===== config.mk =====
export PLATFORM = sky130hd
export DESIGN_NAME = sync_length_frame_receiver_flat
export DESIGN_NICKNAME = d
export VERILOG_FILES = /design/src/hw/rtl/slfr_pkg.sv /design/src/hw/rtl/slfr_if.sv /design/src/hw/rtl/slfr_cfg_regs.sv /design/src/hw/rtl/slfr_parser.sv /design/src/hw/rtl/slfr_out_reg.sv /design/src/hw/rtl/sync_length_frame_receiver.sv /design/src/flat_wrapper.sv
export SDC_FILE = /design/constraint.sdc
export NUM_CORES = 1
export LEC_CHECK = 0
export BUFFER_PORTS_ARGS = -buffer_cell sky130_fd_sc_hd__buf_2
export CORE_MARGIN = 3
export CORE_UTILIZATION = 40
export DETAILED_ROUTE_END_ITERATION = 10
export GPL_TIMING_DRIVEN = 0
export MAX_ROUTING_LAYER = met4
export SYNTH_ARGS = -nofsm -noshare
export SYNTH_HDL_FRONTEND = slang
export SYNTH_SLANG_ARGS = --single-unit

===== constraint.sdc =====
create_clock -name clk -period 2.3 [get_ports clk]
set_input_delay 0.115 -clock clk [delete_from_list [all_inputs] [get_ports clk]]
set_output_delay 0.115 -clock clk [all_outputs]
set_load 0.01 [all_outputs]

===== src/hw/rtl/slfr_pkg.sv =====
// ----------------------------------------------------------------------------
// slfr_pkg
// Shared types and codes of the sync and length frame receiver.
// ----------------------------------------------------------------------------
package slfr_pkg;

  localparam logic [1:0] KIND_PAYLOAD = 2'd0;
  localparam logic [1:0] KIND_END     = 2'd1;
  localparam logic [1:0] KIND_LEGACY  = 2'd2;

  localparam logic [1:0] REG_SYNC_PATTERN = 2'd0;
  localparam logic [1:0] REG_MAX_LEN      = 2'd1;
  localparam logic [1:0] REG_LEGACY_ID    = 2'd2;

  localparam logic [31:0] SYNC_PATTERN_RST = 32'hAA55_AA55;
  localparam logic [7:0]  MAX_LEN_RST      = 8'd200;
  localparam logic [7:0]  LEGACY_ID_RST    = 8'h00;

  typedef struct packed {
    logic [31:0] sync_pattern;
    logic [7:0]  max_message_len;
    logic [7:0]  legacy_id;
  } cfg_t;

  typedef struct packed {
    logic [1:0]  out_kind;
    logic [7:0]  data_byte;
    logic [7:0]  byte_index;
    logic [7:0]  trailer_type;
    logic [23:0] sequence_res;
    logic [7:0]  frame_length;
    logic        is_repeat;
    logic        last;
  } res_t;

endpackage


===== src/hw/rtl/slfr_if.sv =====
// ----------------------------------------------------------------------------
// slfr interfaces
// Byte input, result output and register write channels.
// ----------------------------------------------------------------------------
interface slfr_rx_if;
  logic       valid;
  logic       ready;
  logic [7:0] rx_byte;
  modport source (output valid, output rx_byte, input ready);
  modport sink (input valid, input rx_byte, output ready);
endinterface

interface slfr_res_if;
  logic        valid;
  logic        ready;
  logic [1:0]  out_kind;
  logic [7:0]  data_byte;
  logic [7:0]  byte_index;
  logic [7:0]  trailer_type;
  logic [23:0] sequence_res;
  logic [7:0]  frame_length;
  logic        is_repeat;
  logic        last;
  modport source (output valid, output out_kind, output data_byte, output byte_index,
                  output trailer_type, output sequence_res, output frame_length,
                  output is_repeat, output last, input ready);
  modport sink (input valid, input out_kind, input data_byte, input byte_index,
                input trailer_type, input sequence_res, input frame_length,
                input is_repeat, input last, output ready);
endinterface

interface slfr_cfg_if;
  logic        valid;
  logic        ready;
  logic [1:0]  index;
  logic [31:0] data;
  modport source (output valid, output index, output data, input ready);
  modport sink (input valid, input index, input data, output ready);
endinterface


===== src/hw/rtl/slfr_cfg_regs.sv =====
// ----------------------------------------------------------------------------
// slfr_cfg_regs
// Configuration registers written through the register write channel.
// ----------------------------------------------------------------------------
module slfr_cfg_regs (
  input  logic               clk,
  input  logic               rst,
  slfr_cfg_if.sink           cfg,
  output slfr_pkg::cfg_t     regs
);

  assign cfg.ready = 1'b1;

  always_ff @(posedge clk) begin
    if (rst) begin
      regs.sync_pattern    <= slfr_pkg::SYNC_PATTERN_RST;
      regs.max_message_len <= slfr_pkg::MAX_LEN_RST;
      regs.legacy_id       <= slfr_pkg::LEGACY_ID_RST;
    end else if (cfg.valid) begin
      case (cfg.index)
        slfr_pkg::REG_SYNC_PATTERN: regs.sync_pattern    <= cfg.data;
        slfr_pkg::REG_MAX_LEN:      regs.max_message_len <= cfg.data[7:0];
        slfr_pkg::REG_LEGACY_ID:    regs.legacy_id       <= cfg.data[7:0];
        default: ;
      endcase
    end
  end

endmodule


===== src/hw/rtl/slfr_parser.sv =====
// ----------------------------------------------------------------------------
// slfr_parser
// Sync hunt and frame parsing state, one received byte per beat.
// ----------------------------------------------------------------------------
module slfr_parser (
  input  logic               clk,
  input  logic               rst,
  input  slfr_pkg::cfg_t     regs,
  input  logic               take,
  input  logic [7:0]         rx_byte,
  output logic               has_res,
  output slfr_pkg::res_t     res
);

  localparam logic [2:0] PH_HUNT    = 3'd0;
  localparam logic [2:0] PH_HEADER  = 3'd1;
  localparam logic [2:0] PH_LEGACY  = 3'd2;
  localparam logic [2:0] PH_PAYLOAD = 3'd3;
  localparam logic [2:0] PH_TYPE    = 3'd4;
  localparam logic [2:0] PH_SEQ0    = 3'd5;
  localparam logic [2:0] PH_SEQ1    = 3'd6;
  localparam logic [2:0] PH_SEQ2    = 3'd7;

  localparam logic [2:0] FILL_FULL = 3'd4;

  logic [2:0]  phase, phase_next;
  logic [31:0] sync_window, sync_window_next;
  logic [2:0]  window_fill, window_fill_next;
  logic [7:0]  payload_count, payload_count_next;
  logic [7:0]  current_length, current_length_next;
  logic [7:0]  current_type, current_type_next;
  logic [23:0] sequence_accum, sequence_accum_next;
  logic [23:0] last_sequence, last_sequence_next;
  logic        last_sequence_valid, last_sequence_valid_next;

  logic [31:0] win_push;
  logic [2:0]  fill_inc;
  logic        sync_hit;
  logic [7:0]  count_inc;
  logic [23:0] seq_shift;

  assign win_push  = {sync_window[23:0], rx_byte};
  assign fill_inc  = (window_fill < FILL_FULL) ? window_fill + 3'd1 : window_fill;
  assign sync_hit  = (fill_inc == FILL_FULL) && (win_push == regs.sync_pattern);
  assign count_inc = payload_count + 8'd1;
  assign seq_shift = {sequence_accum[15:0], rx_byte};

  always_comb begin
    phase_next               = phase;
    sync_window_next         = sync_window;
    window_fill_next         = window_fill;
    payload_count_next       = payload_count;
    current_length_next      = current_length;
    current_type_next        = current_type;
    sequence_accum_next      = sequence_accum;
    last_sequence_next       = last_sequence;
    last_sequence_valid_next = last_sequence_valid;
    has_res                  = 1'b0;
    res                      = '0;
    case (phase)
      PH_HEADER: begin
        if (rx_byte == regs.legacy_id) begin
          phase_next = PH_LEGACY;
        end else if (rx_byte == 8'd0 || rx_byte > regs.max_message_len) begin
          sync_window_next = win_push;
          window_fill_next = fill_inc;
          phase_next       = sync_hit ? PH_HEADER : PH_HUNT;
        end else begin
          current_length_next = rx_byte;
          payload_count_next  = 8'd0;
          phase_next          = PH_PAYLOAD;
        end
      end
      PH_LEGACY: begin
        has_res          = 1'b1;
        res.out_kind     = slfr_pkg::KIND_LEGACY;
        res.data_byte    = rx_byte;
        res.last         = 1'b1;
        phase_next       = PH_HUNT;
        sync_window_next = '0;
        window_fill_next = '0;
      end
      PH_PAYLOAD: begin
        has_res            = 1'b1;
        res.out_kind       = slfr_pkg::KIND_PAYLOAD;
        res.data_byte      = rx_byte;
        res.byte_index     = payload_count;
        res.frame_length   = current_length;
        payload_count_next = count_inc;
        if (count_inc >= current_length) begin
          phase_next = PH_TYPE;
        end
      end
      PH_TYPE: begin
        current_type_next   = rx_byte;
        sequence_accum_next = '0;
        phase_next          = PH_SEQ0;
      end
      PH_SEQ0: begin
        sequence_accum_next = seq_shift;
        phase_next          = PH_SEQ1;
      end
      PH_SEQ1: begin
        sequence_accum_next = seq_shift;
        phase_next          = PH_SEQ2;
      end
      PH_SEQ2: begin
        has_res                  = 1'b1;
        res.out_kind             = slfr_pkg::KIND_END;
        res.trailer_type         = current_type;
        res.sequence_res         = seq_shift;
        res.frame_length         = current_length;
        res.is_repeat            = last_sequence_valid && (seq_shift == last_sequence);
        res.last                 = 1'b1;
        sequence_accum_next      = seq_shift;
        last_sequence_next       = seq_shift;
        last_sequence_valid_next = 1'b1;
        phase_next               = PH_HUNT;
        sync_window_next         = '0;
        window_fill_next         = '0;
      end
      default: begin
        sync_window_next = win_push;
        window_fill_next = fill_inc;
        phase_next       = sync_hit ? PH_HEADER : PH_HUNT;
      end
    endcase
  end

  always_ff @(posedge clk) begin
    if (rst) begin
      phase               <= PH_HUNT;
      sync_window         <= '0;
      window_fill         <= '0;
      payload_count       <= '0;
      current_length      <= '0;
      current_type        <= '0;
      sequence_accum      <= '0;
      last_sequence       <= '0;
      last_sequence_valid <= 1'b0;
    end else if (take) begin
      phase               <= phase_next;
      sync_window         <= sync_window_next;
      window_fill         <= window_fill_next;
      payload_count       <= payload_count_next;
      current_length      <= current_length_next;
      current_type        <= current_type_next;
      sequence_accum      <= sequence_accum_next;
      last_sequence       <= last_sequence_next;
      last_sequence_valid <= last_sequence_valid_next;
    end
  end

endmodule


===== src/hw/rtl/slfr_out_reg.sv =====
// ----------------------------------------------------------------------------
// slfr_out_reg
// Result register between the parser and the result channel.
// ----------------------------------------------------------------------------
module slfr_out_reg (
  input  logic               clk,
  input  logic               rst,
  input  logic               load,
  input  slfr_pkg::res_t     res_in,
  output logic               space,
  output logic               valid,
  input  logic               ready,
  output slfr_pkg::res_t     res_out
);

  logic valid_next;

  assign space = !valid || ready;

  always_comb begin
    valid_next = valid;
    if (load) begin
      valid_next = 1'b1;
    end else if (ready) begin
      valid_next = 1'b0;
    end
  end

  always_ff @(posedge clk) begin
    if (rst) begin
      valid <= 1'b0;
    end else begin
      valid <= valid_next;
    end
  end

  always_ff @(posedge clk) begin
    if (load) begin
      res_out <= res_in;
    end
  end

endmodule


===== src/hw/rtl/sync_length_frame_receiver.sv =====
// ----------------------------------------------------------------------------
// sync_length_frame_receiver
// Byte-serial deframer: sync word hunt, legacy commands and length frames.
//
// rx carries one received byte per beat. While hunting, the last four bytes
// are compared with the sync pattern; after sync a legacy id byte is followed
// by one command byte, otherwise a length byte is followed by the payload,
// a type byte and a 24-bit big-endian sequence.
// res carries at most one result per received byte: each payload byte, the
// frame end with type, sequence and repeat flag, or the legacy command.
// cfg writes sync_pattern (index 0), max_message_len (1) and legacy_id (2);
// it is always ready and should be written only while the block is idle.
// Throughput is one byte per cycle unless rx stalls; a result appears on res in
// the cycle after its byte is taken, held in a single output register.
// rx stalls only while that register holds a result that res does not take.
// Reset clears the parser to the hunt with an empty window, forgets the last
// sequence, empties the output register and restores the register defaults.
// ----------------------------------------------------------------------------
module sync_length_frame_receiver (
  input  logic       clk,
  input  logic       rst,
  slfr_rx_if.sink    rx,
  slfr_res_if.source res,
  slfr_cfg_if.sink   cfg
);

  slfr_pkg::cfg_t regs;
  slfr_pkg::res_t parse_res;
  slfr_pkg::res_t out_res;
  logic           has_res;
  logic           space;
  logic           take;

  assign rx.ready = space;
  assign take     = rx.valid && space;

  slfr_cfg_regs u_cfg (
    .clk  (clk),
    .rst  (rst),
    .cfg  (cfg),
    .regs (regs)
  );

  slfr_parser u_parser (
    .clk     (clk),
    .rst     (rst),
    .regs    (regs),
    .take    (take),
    .rx_byte (rx.rx_byte),
    .has_res (has_res),
    .res     (parse_res)
  );

  slfr_out_reg u_out (
    .clk     (clk),
    .rst     (rst),
    .load    (take && has_res),
    .res_in  (parse_res),
    .space   (space),
    .valid   (res.valid),
    .ready   (res.ready),
    .res_out (out_res)
  );

  assign res.out_kind     = out_res.out_kind;
  assign res.data_byte    = out_res.data_byte;
  assign res.byte_index   = out_res.byte_index;
  assign res.trailer_type = out_res.trailer_type;
  assign res.sequence_res = out_res.sequence_res;
  assign res.frame_length = out_res.frame_length;
  assign res.is_repeat    = out_res.is_repeat;
  assign res.last         = out_res.last;

endmodule


===== src/flat_wrapper.sv =====
// flat-port wrapper written by rule: the top's interface ports become plain ports
module sync_length_frame_receiver_flat 
  (clk, rst, rx_valid, rx_rx_byte, rx_ready, res_valid, res_out_kind, res_data_byte, res_byte_index, res_trailer_type, res_sequence_res, res_frame_length, res_is_repeat, res_last, res_ready, cfg_valid, cfg_index, cfg_data, cfg_ready);
  slfr_rx_if rx_i ();
  slfr_res_if res_i ();
  slfr_cfg_if cfg_i ();
  input  logic clk;
  input  logic rst;
  input wire logic [$bits(rx_i.valid)-1:0] rx_valid;
  input wire logic [$bits(rx_i.rx_byte)-1:0] rx_rx_byte;
  output wire logic [$bits(rx_i.ready)-1:0] rx_ready;
  output wire logic [$bits(res_i.valid)-1:0] res_valid;
  output wire logic [$bits(res_i.out_kind)-1:0] res_out_kind;
  output wire logic [$bits(res_i.data_byte)-1:0] res_data_byte;
  output wire logic [$bits(res_i.byte_index)-1:0] res_byte_index;
  output wire logic [$bits(res_i.trailer_type)-1:0] res_trailer_type;
  output wire logic [$bits(res_i.sequence_res)-1:0] res_sequence_res;
  output wire logic [$bits(res_i.frame_length)-1:0] res_frame_length;
  output wire logic [$bits(res_i.is_repeat)-1:0] res_is_repeat;
  output wire logic [$bits(res_i.last)-1:0] res_last;
  input wire logic [$bits(res_i.ready)-1:0] res_ready;
  input wire logic [$bits(cfg_i.valid)-1:0] cfg_valid;
  input wire logic [$bits(cfg_i.index)-1:0] cfg_index;
  input wire logic [$bits(cfg_i.data)-1:0] cfg_data;
  output wire logic [$bits(cfg_i.ready)-1:0] cfg_ready;
  assign rx_i.valid = rx_valid;
  assign rx_i.rx_byte = rx_rx_byte;
  assign rx_ready = rx_i.ready;
  assign res_valid = res_i.valid;
  assign res_out_kind = res_i.out_kind;
  assign res_data_byte = res_i.data_byte;
  assign res_byte_index = res_i.byte_index;
  assign res_trailer_type = res_i.trailer_type;
  assign res_sequence_res = res_i.sequence_res;
  assign res_frame_length = res_i.frame_length;
  assign res_is_repeat = res_i.is_repeat;
  assign res_last = res_i.last;
  assign res_i.ready = res_ready;
  assign cfg_i.valid = cfg_valid;
  assign cfg_i.index = cfg_index;
  assign cfg_i.data = cfg_data;
  assign cfg_ready = cfg_i.ready;
  sync_length_frame_receiver u_core (.clk(clk), .rst(rst), .rx(rx_i), .res(res_i), .cfg(cfg_i));
endmodule

# [After elaboration in Yosys (flattened, before gate mapping)]
# Cells that the tools add are included.
[totals] regBits=204 latch_bits=0 mem_bits_rw=0 rom_bits=0 output_inout_bits=63 wordCells=95 n_memories=0
[classes] addsub=2 multipliers=0 div_mod_pow=0 magnitude_cmp=3 n_eq_ne=17 shifts=0 muxes=21 n_bitwise=3 reduce_logical=28
[op_table] cell="$pmux 24 s3" n=1
[op_table] cell="$mux 24" n=2
[op_table] cell="$eq 32x32->1" n=1
[op_table] cell="$pmux 16 s2" n=1
[op_table] cell="$eq 24x24->1" n=1
[op_table] cell="$pmux 3 s6" n=1
[op_table] cell="$mux 8" n=2
[op_table] cell="$pmux 8 s2" n=1
[op_table] cell="$eq 3x3->1 const B" n=5
[op_table] cell="$reduce_and 2->1" n=7
[op_table] cell="$mux 3" n=4
[op_table] cell="$reduce_and 4->1" n=3
[op_table] cell="$pmux 3 s3" n=1
[op_table] cell="$add 8x1->8 const B" n=1
[op_table] cell="$eq 8x8->1" n=1
[op_table] cell="$ge 8x8->1" n=1
[op_table] cell="$gt 8x8->1" n=1
[op_table] cell="$logic_not 8->1" n=1
[op_table] cell="$ne 2x2->1 const B" n=4
[op_table] cell="$eq 3x2->1 const B" n=2
[op_table] cell="$reduce_bool 2->1" n=3
[op_table] cell="$reduce_or 2->1" n=3
[op_table] cell="$reduce_or 3->1" n=2
[op_table] cell="$mux 1" n=5
[op_table] cell="other kinds (13)" n=20

# [Depth between registers and ports, before layout]
[depth] depth_word=8 mapped_depth=11 ltp_nobuf=11

# [Hierarchy]
# A second synthesis with hierarchy kept.
[hier_totals] cells_unflattened=903 hier_area_um2=9250.1
[by_module_without_submodules] module="slfr_parser" n_inst=1 cells_each=634 area_each_um2=5330.1 seq_area_each_um2=1901.8
[by_module_without_submodules] module="slfr_cfg_regs" n_inst=1 cells_each=203 area_each_um2=2059.5 seq_area_each_um2=960.9
[by_module_without_submodules] module="slfr_out_reg" n_inst=1 cells_each=64 area_each_um2=1848.0 seq_area_each_um2=1821.7
[by_module_without_submodules] module="sync_length_frame_receiver" n_inst=1 cells_each=2 area_each_um2=12.5 seq_area_each_um2=0.0

# [Worst setup path after synthesis]
# Ideal clock, no wire load.
[synth_timing] path_type="register to register" startpoint="reg u_core.u_out.valid" endpoint="reg u_core.u_out.res_out[0] in the netlist's numbering (enable)" setup_ns=0.425 arrival_time_ns=2.277 required_ns=1.875 slack_ns=-0.401 path_stages_with_launch=5 n_path_buf=1 period_less_slack_ns=2.701 cell_sequence="dfxtp_1 -> nand2b_1 -> and2_1 -> buf_2 -> and3_1"
[synth_between] elab_chain_cells=4
[synth_rtl] item="from (decl)" line="slfr_out_reg.sv:11" rtl="output logic valid,"
[synth_rtl] item="from (signal assigned)" line="slfr_out_reg.sv:33" rtl="valid <= valid_next;"
[synth_rtl] item="$logic_not 1->1" line="slfr_out_reg.sv:18" rtl="assign space = !valid || ready;"
[synth_rtl] item="$logic_or 1x1->1" line="slfr_out_reg.sv:18"
[synth_rtl] item="net rx_ready" line="flat_wrapper.sv:11" rtl="output wire logic [$bits(rx_i.ready)-1:0] rx_ready;"
[synth_rtl] item="$logic_and 1x1->1" line="sync_length_frame_receiver.sv:35" rtl="assign take = rx.valid && space;"
[synth_rtl] item="$logic_and 1x1->1" line="sync_length_frame_receiver.sv:57" rtl=".load (take && has_res),"
[synth_rtl] item="net u_core.u_out.load" line="slfr_out_reg.sv:8" rtl="input logic load,"
[synth_rtl] item="to (signal assigned)" line="slfr_out_reg.sv:39" rtl="res_out <= res_in;"
[synth_rtl] item="to (decl)" line="slfr_out_reg.sv:13" rtl="output slfr_pkg::res_t res_out"
# The timed path passes the listed nets, and every way through them passes these cells.
# A chain may end at the register's enable or synchronous reset.

# [Worst setup path in the final report]
[layout_timing] startpoint="reg u_core.u_parser.payload_count[0]" endpoint="reg u_core.u_parser.phase[0]"
[layout_between] elab_chain_cells=4
[layout_rtl] item="from (decl)" line="slfr_parser.sv:29" rtl="logic [7:0] payload_count, payload_count_next;"
[layout_rtl] item="from (signal assigned)" line="slfr_parser.sv:145" rtl="payload_count <= payload_count_next;"
[layout_rtl] item="$add 8x1->8" line="slfr_parser.sv:45" rtl="assign count_inc = payload_count + 8'd1;"
[layout_rtl] item="$ge 8x8->1" line="slfr_parser.sv:90" rtl="if (count_inc >= current_length) begin"
[layout_rtl] item="$ne 2x2->1 (no line)"
[layout_rtl] item="$reduce_and 2->1 (no line)"
[layout_rtl] item="to (signal assigned)" line="slfr_parser.sv:142" rtl="phase <= phase_next;"
[layout_rtl] item="to (decl)" line="slfr_parser.sv:26" rtl="logic [2:0] phase, phase_next;"
# Every way passes these cells.

==> metrics.yaml <==
power_and_ir_drop:
  p_switching_mw: 1.92
  seqPwrFrac: 0.475
  p_int_mw: 6.11
  p_per_area_nw_per_um2: 699
  leakagePower_nw: 4.59
  clkPwrFrac: 0.442
  switching_share: 0.239
  power_frac_comb: 0.083
  ir_drop_v: 0.000505
critical_path:
  required_ns: 2.68
  path_class: "reg -> reg"
  cp.arrival_ns: 2.70
  path_cells: "and3_4 -> nand3_4 -> nor2_4 -> xor2_2 -> ha_1 -> nand2_1 -> nor2_1 -> o31ai_1 -> a41o_1 -> buf_4 -> nor3b_2 -> a211oi_1"
  crit_path_top_delay_cell: "dfxtp_4"
  path_delay_family: "simple AND/OR/NAND/NOR gates"
  cp_max_fo: 5
  worst_setup_path_start_kind: "register"
  critPathMaxStageDelay_ns: 0.37
  cp-end-kind: "register"
  crit_buf_inv: 1
timing:
  finalMaxSlewViolations: 0
  hold_violations: 0
  final.setup.worst_slack_ns: -0.0213
  tightest_slew_ns: 0.915
  finalSetupTns_ns: -0.0388
  setup_viol: 2
  fin_crit_ns: 2.32
  clock_skew_ns: 0.0156
  period_share: 1.01
  relSlewSlack: 0.385
  fmax_ghz: 0.431
  rsz0062_at_grt: "yes"
finish:
  finalNetCount: 1178
  syn2layout_area_growth_pct: 27.5
  n_fill_cell: 1997
  antenna_cells: 0
  drive_gt1_frac: 0.215
  stdcell_count: 1410
  layout_commonest_cell: "dfxtp_1"
  layout_common_cells: "dfxtp_1, nand2_1, buf_2"
synthesis:
  synth_edf_count: 60
  netlist_area_sq_um: 9000
  synthesis.nets: 995
  yosys_register_bits: 204
  seq_area_frac_synth: 0.521
  async_reset_ff_frac: 0
  netlist_instances: 930
  synth-main-ff-cell: "dfxtp_1"
  synth_cell_types: 53
  synth_area_per_cell_sq_um: 9.68
  yosys_warnings: 0
global_routing:
  use_met1: 0.257
  gr-total-overflow: 0
  top_usage_layer: "met2"
  first_global_vias: 6817
  grtUsageTotal: 0.192
  antenna_found_initial: 0
  use_met3: 0.0264
  grt_pass1_wl_microns: 36700
  grt_use_met2: 0.308
  grt_max_degree: 61
routing:
  wl_per_cell_microns: 16.8
  post-route-drc-count: 0
  drtIter0Drc: 428
  dr.pass1.iters: 5
  num_vias: 7153
  wl_microns: 23800
  viasPerCell: 5.07
  antenna_left: 0
run_status:
  outcome: "finished, violations left"
  violations: "setup timing"
floorplan:
  rows: 54
  core_area_sq_um: 22000
  io_pins: 110
  die_h_microns: 156
  initial_utilization: 0.410
  die_width_microns: 156
  die_area_sq_um: 24300
place:
  hpwlAfterDp_microns: 16100
  portBuffers: 108
  dp.cells: 1318
  gp_congestion: 0.838
worst_hold_path:
  hold_path.class: "in -> reg"
run:
  drv_cap: 0
clock_tree:
  root_buffer: "clkbuf_16"
  cts_buffers: 23
  cts_buffer_depth: 3
  clk_latency_ns: 0.52
  cts_max_level: 1
  cts_tree: "built"
  clock-sinks: 204
  clk_pin_slew_ns: 0.06
-- power by group through the flow --
| stage | Sequential, mW | Clock, mW | Combinational, mW |
|---|---|---|---|
| 3_3_place_gp | 3.89 | 0 | 0.535 |
| 6_report | 3.81 | 3.55 | 0.665 |
| 4_1_cts | 3.81 | 3.60 | 0.611 |
| 3_5_place_dp | 3.89 | 0 | 0.544 |
| 5_1_grt | 3.82 | 3.77 | 0.725 |
| 2_1_floorplan | 3.88 | 0 | 0.352 |
-- layer usage --
layer | vias up | wire length [microns]
li1 | 3585 | -
met1 | 3339 | 11100
met2 | 185 | 11000
met3 | 44 | 1120
met4 | 0 | 549
met5 | - | 0
-- kinds of logic (layout without fill, tap and decap cells) --
logic type | count (synthesis) | in the layout | share of synthesized area
adders and majority gates | 18 | 18 | 0.0250
muxes | 39 | 39 | 0.0435
DFF | 204 | 204 | 0.521
other | 1 | 1 | 0.000417
and+or+nand+nor | 349 | 349 | 0.193
AOI/OAI and AO/OA | 163 | 163 | 0.109
xor gates and xnor gates | 71 | 71 | 0.0691
buffers and inverters | 85 | 285 | 0.0396
-- Yosys cell counts, drive strengths merged (4+ instances only) --
| library cell | instances | area share |
|---|---|---|
| or3 | 4 | 0.0028 |
| and2 | 49 | 0.034 |
| nand2b | 11 | 0.0076 |
| and3 | 5 | 0.0035 |
| nor2b | 4 | 0.0028 |
| inv | 20 | 0.0083 |
| xnor2 | 31 | 0.030 |
| xor2 | 40 | 0.039 |
| dfxtp | 144 | 0.32 |
| a21oi | 88 | 0.049 |
| ha | 18 | 0.025 |
| nor2 | 64 | 0.027 |
| clkbuf | 43 | 0.018 |
| edfxtp | 60 | 0.20 |
| o2111ai | 23 | 0.022 |
| nand3b | 25 | 0.021 |
| nand2 | 131 | 0.055 |
| nor4 | 16 | 0.013 |
| nand4 | 10 | 0.0070 |
| mux2i | 38 | 0.042 |
| o21ai | 31 | 0.017 |
| buf | 22 | 0.013 |
| nor3 | 10 | 0.0074 |
| nand3 | 13 | 0.0072 |
-- final cells by class --
type | count | area (sq um) | area share
Clock inverter | 8 | 51.3 | 0.00447
Buffer | 63 | 318 | 0.0277
Tap cell | 280 | 350 | 0.0305
Multi-Input combinational cell | 641 | 4270 | 0.372
Clock buffer | 34 | 687 | 0.0599
Sequential cell | 204 | 4700 | 0.410
Timing Repair Buffer | 160 | 1020 | 0.0891
Inverter | 20 | 75.1 | 0.00654
-- flip-flops by register name, indices dropped and copies added (netlist names) --
signal                               cells
u_core.u_out.res_out                    60
u_core.u_parser.current_length           8
u_core.u_parser.phase                    3
u_core.u_parser.payload_count            8
u_core.u_parser.sequence_accum          16
u_core.u_parser.window_fill              3
u_core.u_parser.last_sequence_valid      1
u_core.u_parser.sync_window             24
u_core.u_parser.last_sequence           24
u_core.u_cfg.regs                       48
u_core.u_out.valid                       1
u_core.u_parser.current_type             8
-- through the flow --
stage | power [mW] | setup WS (ns) | instance area [sq um] | hold WS [ns] | util
after global placement | 4.42 | -0.374 | 9890 | 0.322 | 0.450
after detailed placement | 4.43 | -0.409 | 9890 | 0.328 | 0.450
final | 8.03 | -0.0213 | 11500 | 0.0212 | 0.523
after floorplan | 4.23 | 0.0102 | 9000 | 0.236 | -
after CTS | 8.02 | -0.138 | 11100 | 0.00228 | 0.506
after global routing | 8.31 | -0.144 | 11500 | 0.0266 | 0.523
-- worst paths after layout --
check | endpoint | startpoint | slack, ns | cells after the start
setup / recovery | u_core.u_parser.phase[0]$_SDFFE_PP0P_ | u_core.u_parser.payload_count[0]$_SDFFE_PP0P_ | -0.02 | 12
hold / removal | u_core.u_parser.window_fill[0]$_SDFFE_PP0P_ | rst | 0.02 | 3
setup reg to reg | u_core.u_parser.phase[0]$_SDFFE_PP0P_ | u_core.u_parser.payload_count[0]$_SDFFE_PP0P_ | -0.02 | 12
hold reg to reg | u_core.u_parser.last_sequence[9]$_SDFFE_PP0P_ | u_core.u_parser.last_sequence[9]$_SDFFE_PP0P_ | 0.47 | 2
-- worst min-delay path, delay by kind of cell --
kind                   cells  cell delay (ns)
AOI/OAI and AO/OA          1             0.06
and+or+nand+nor            1             0.13
buffers and inverters      1             0.17
-- repair_timing --
action,CTS,global route
gates resized for setup,23,63
pin swaps,8,25
endpoints found under the hold margin,49,0
hold buffers,35,0
setup buffers,2,14
cloned,0,1
setup endpoints to repair,96,68
Note: power is estimated with default switching activity, not from simulation.
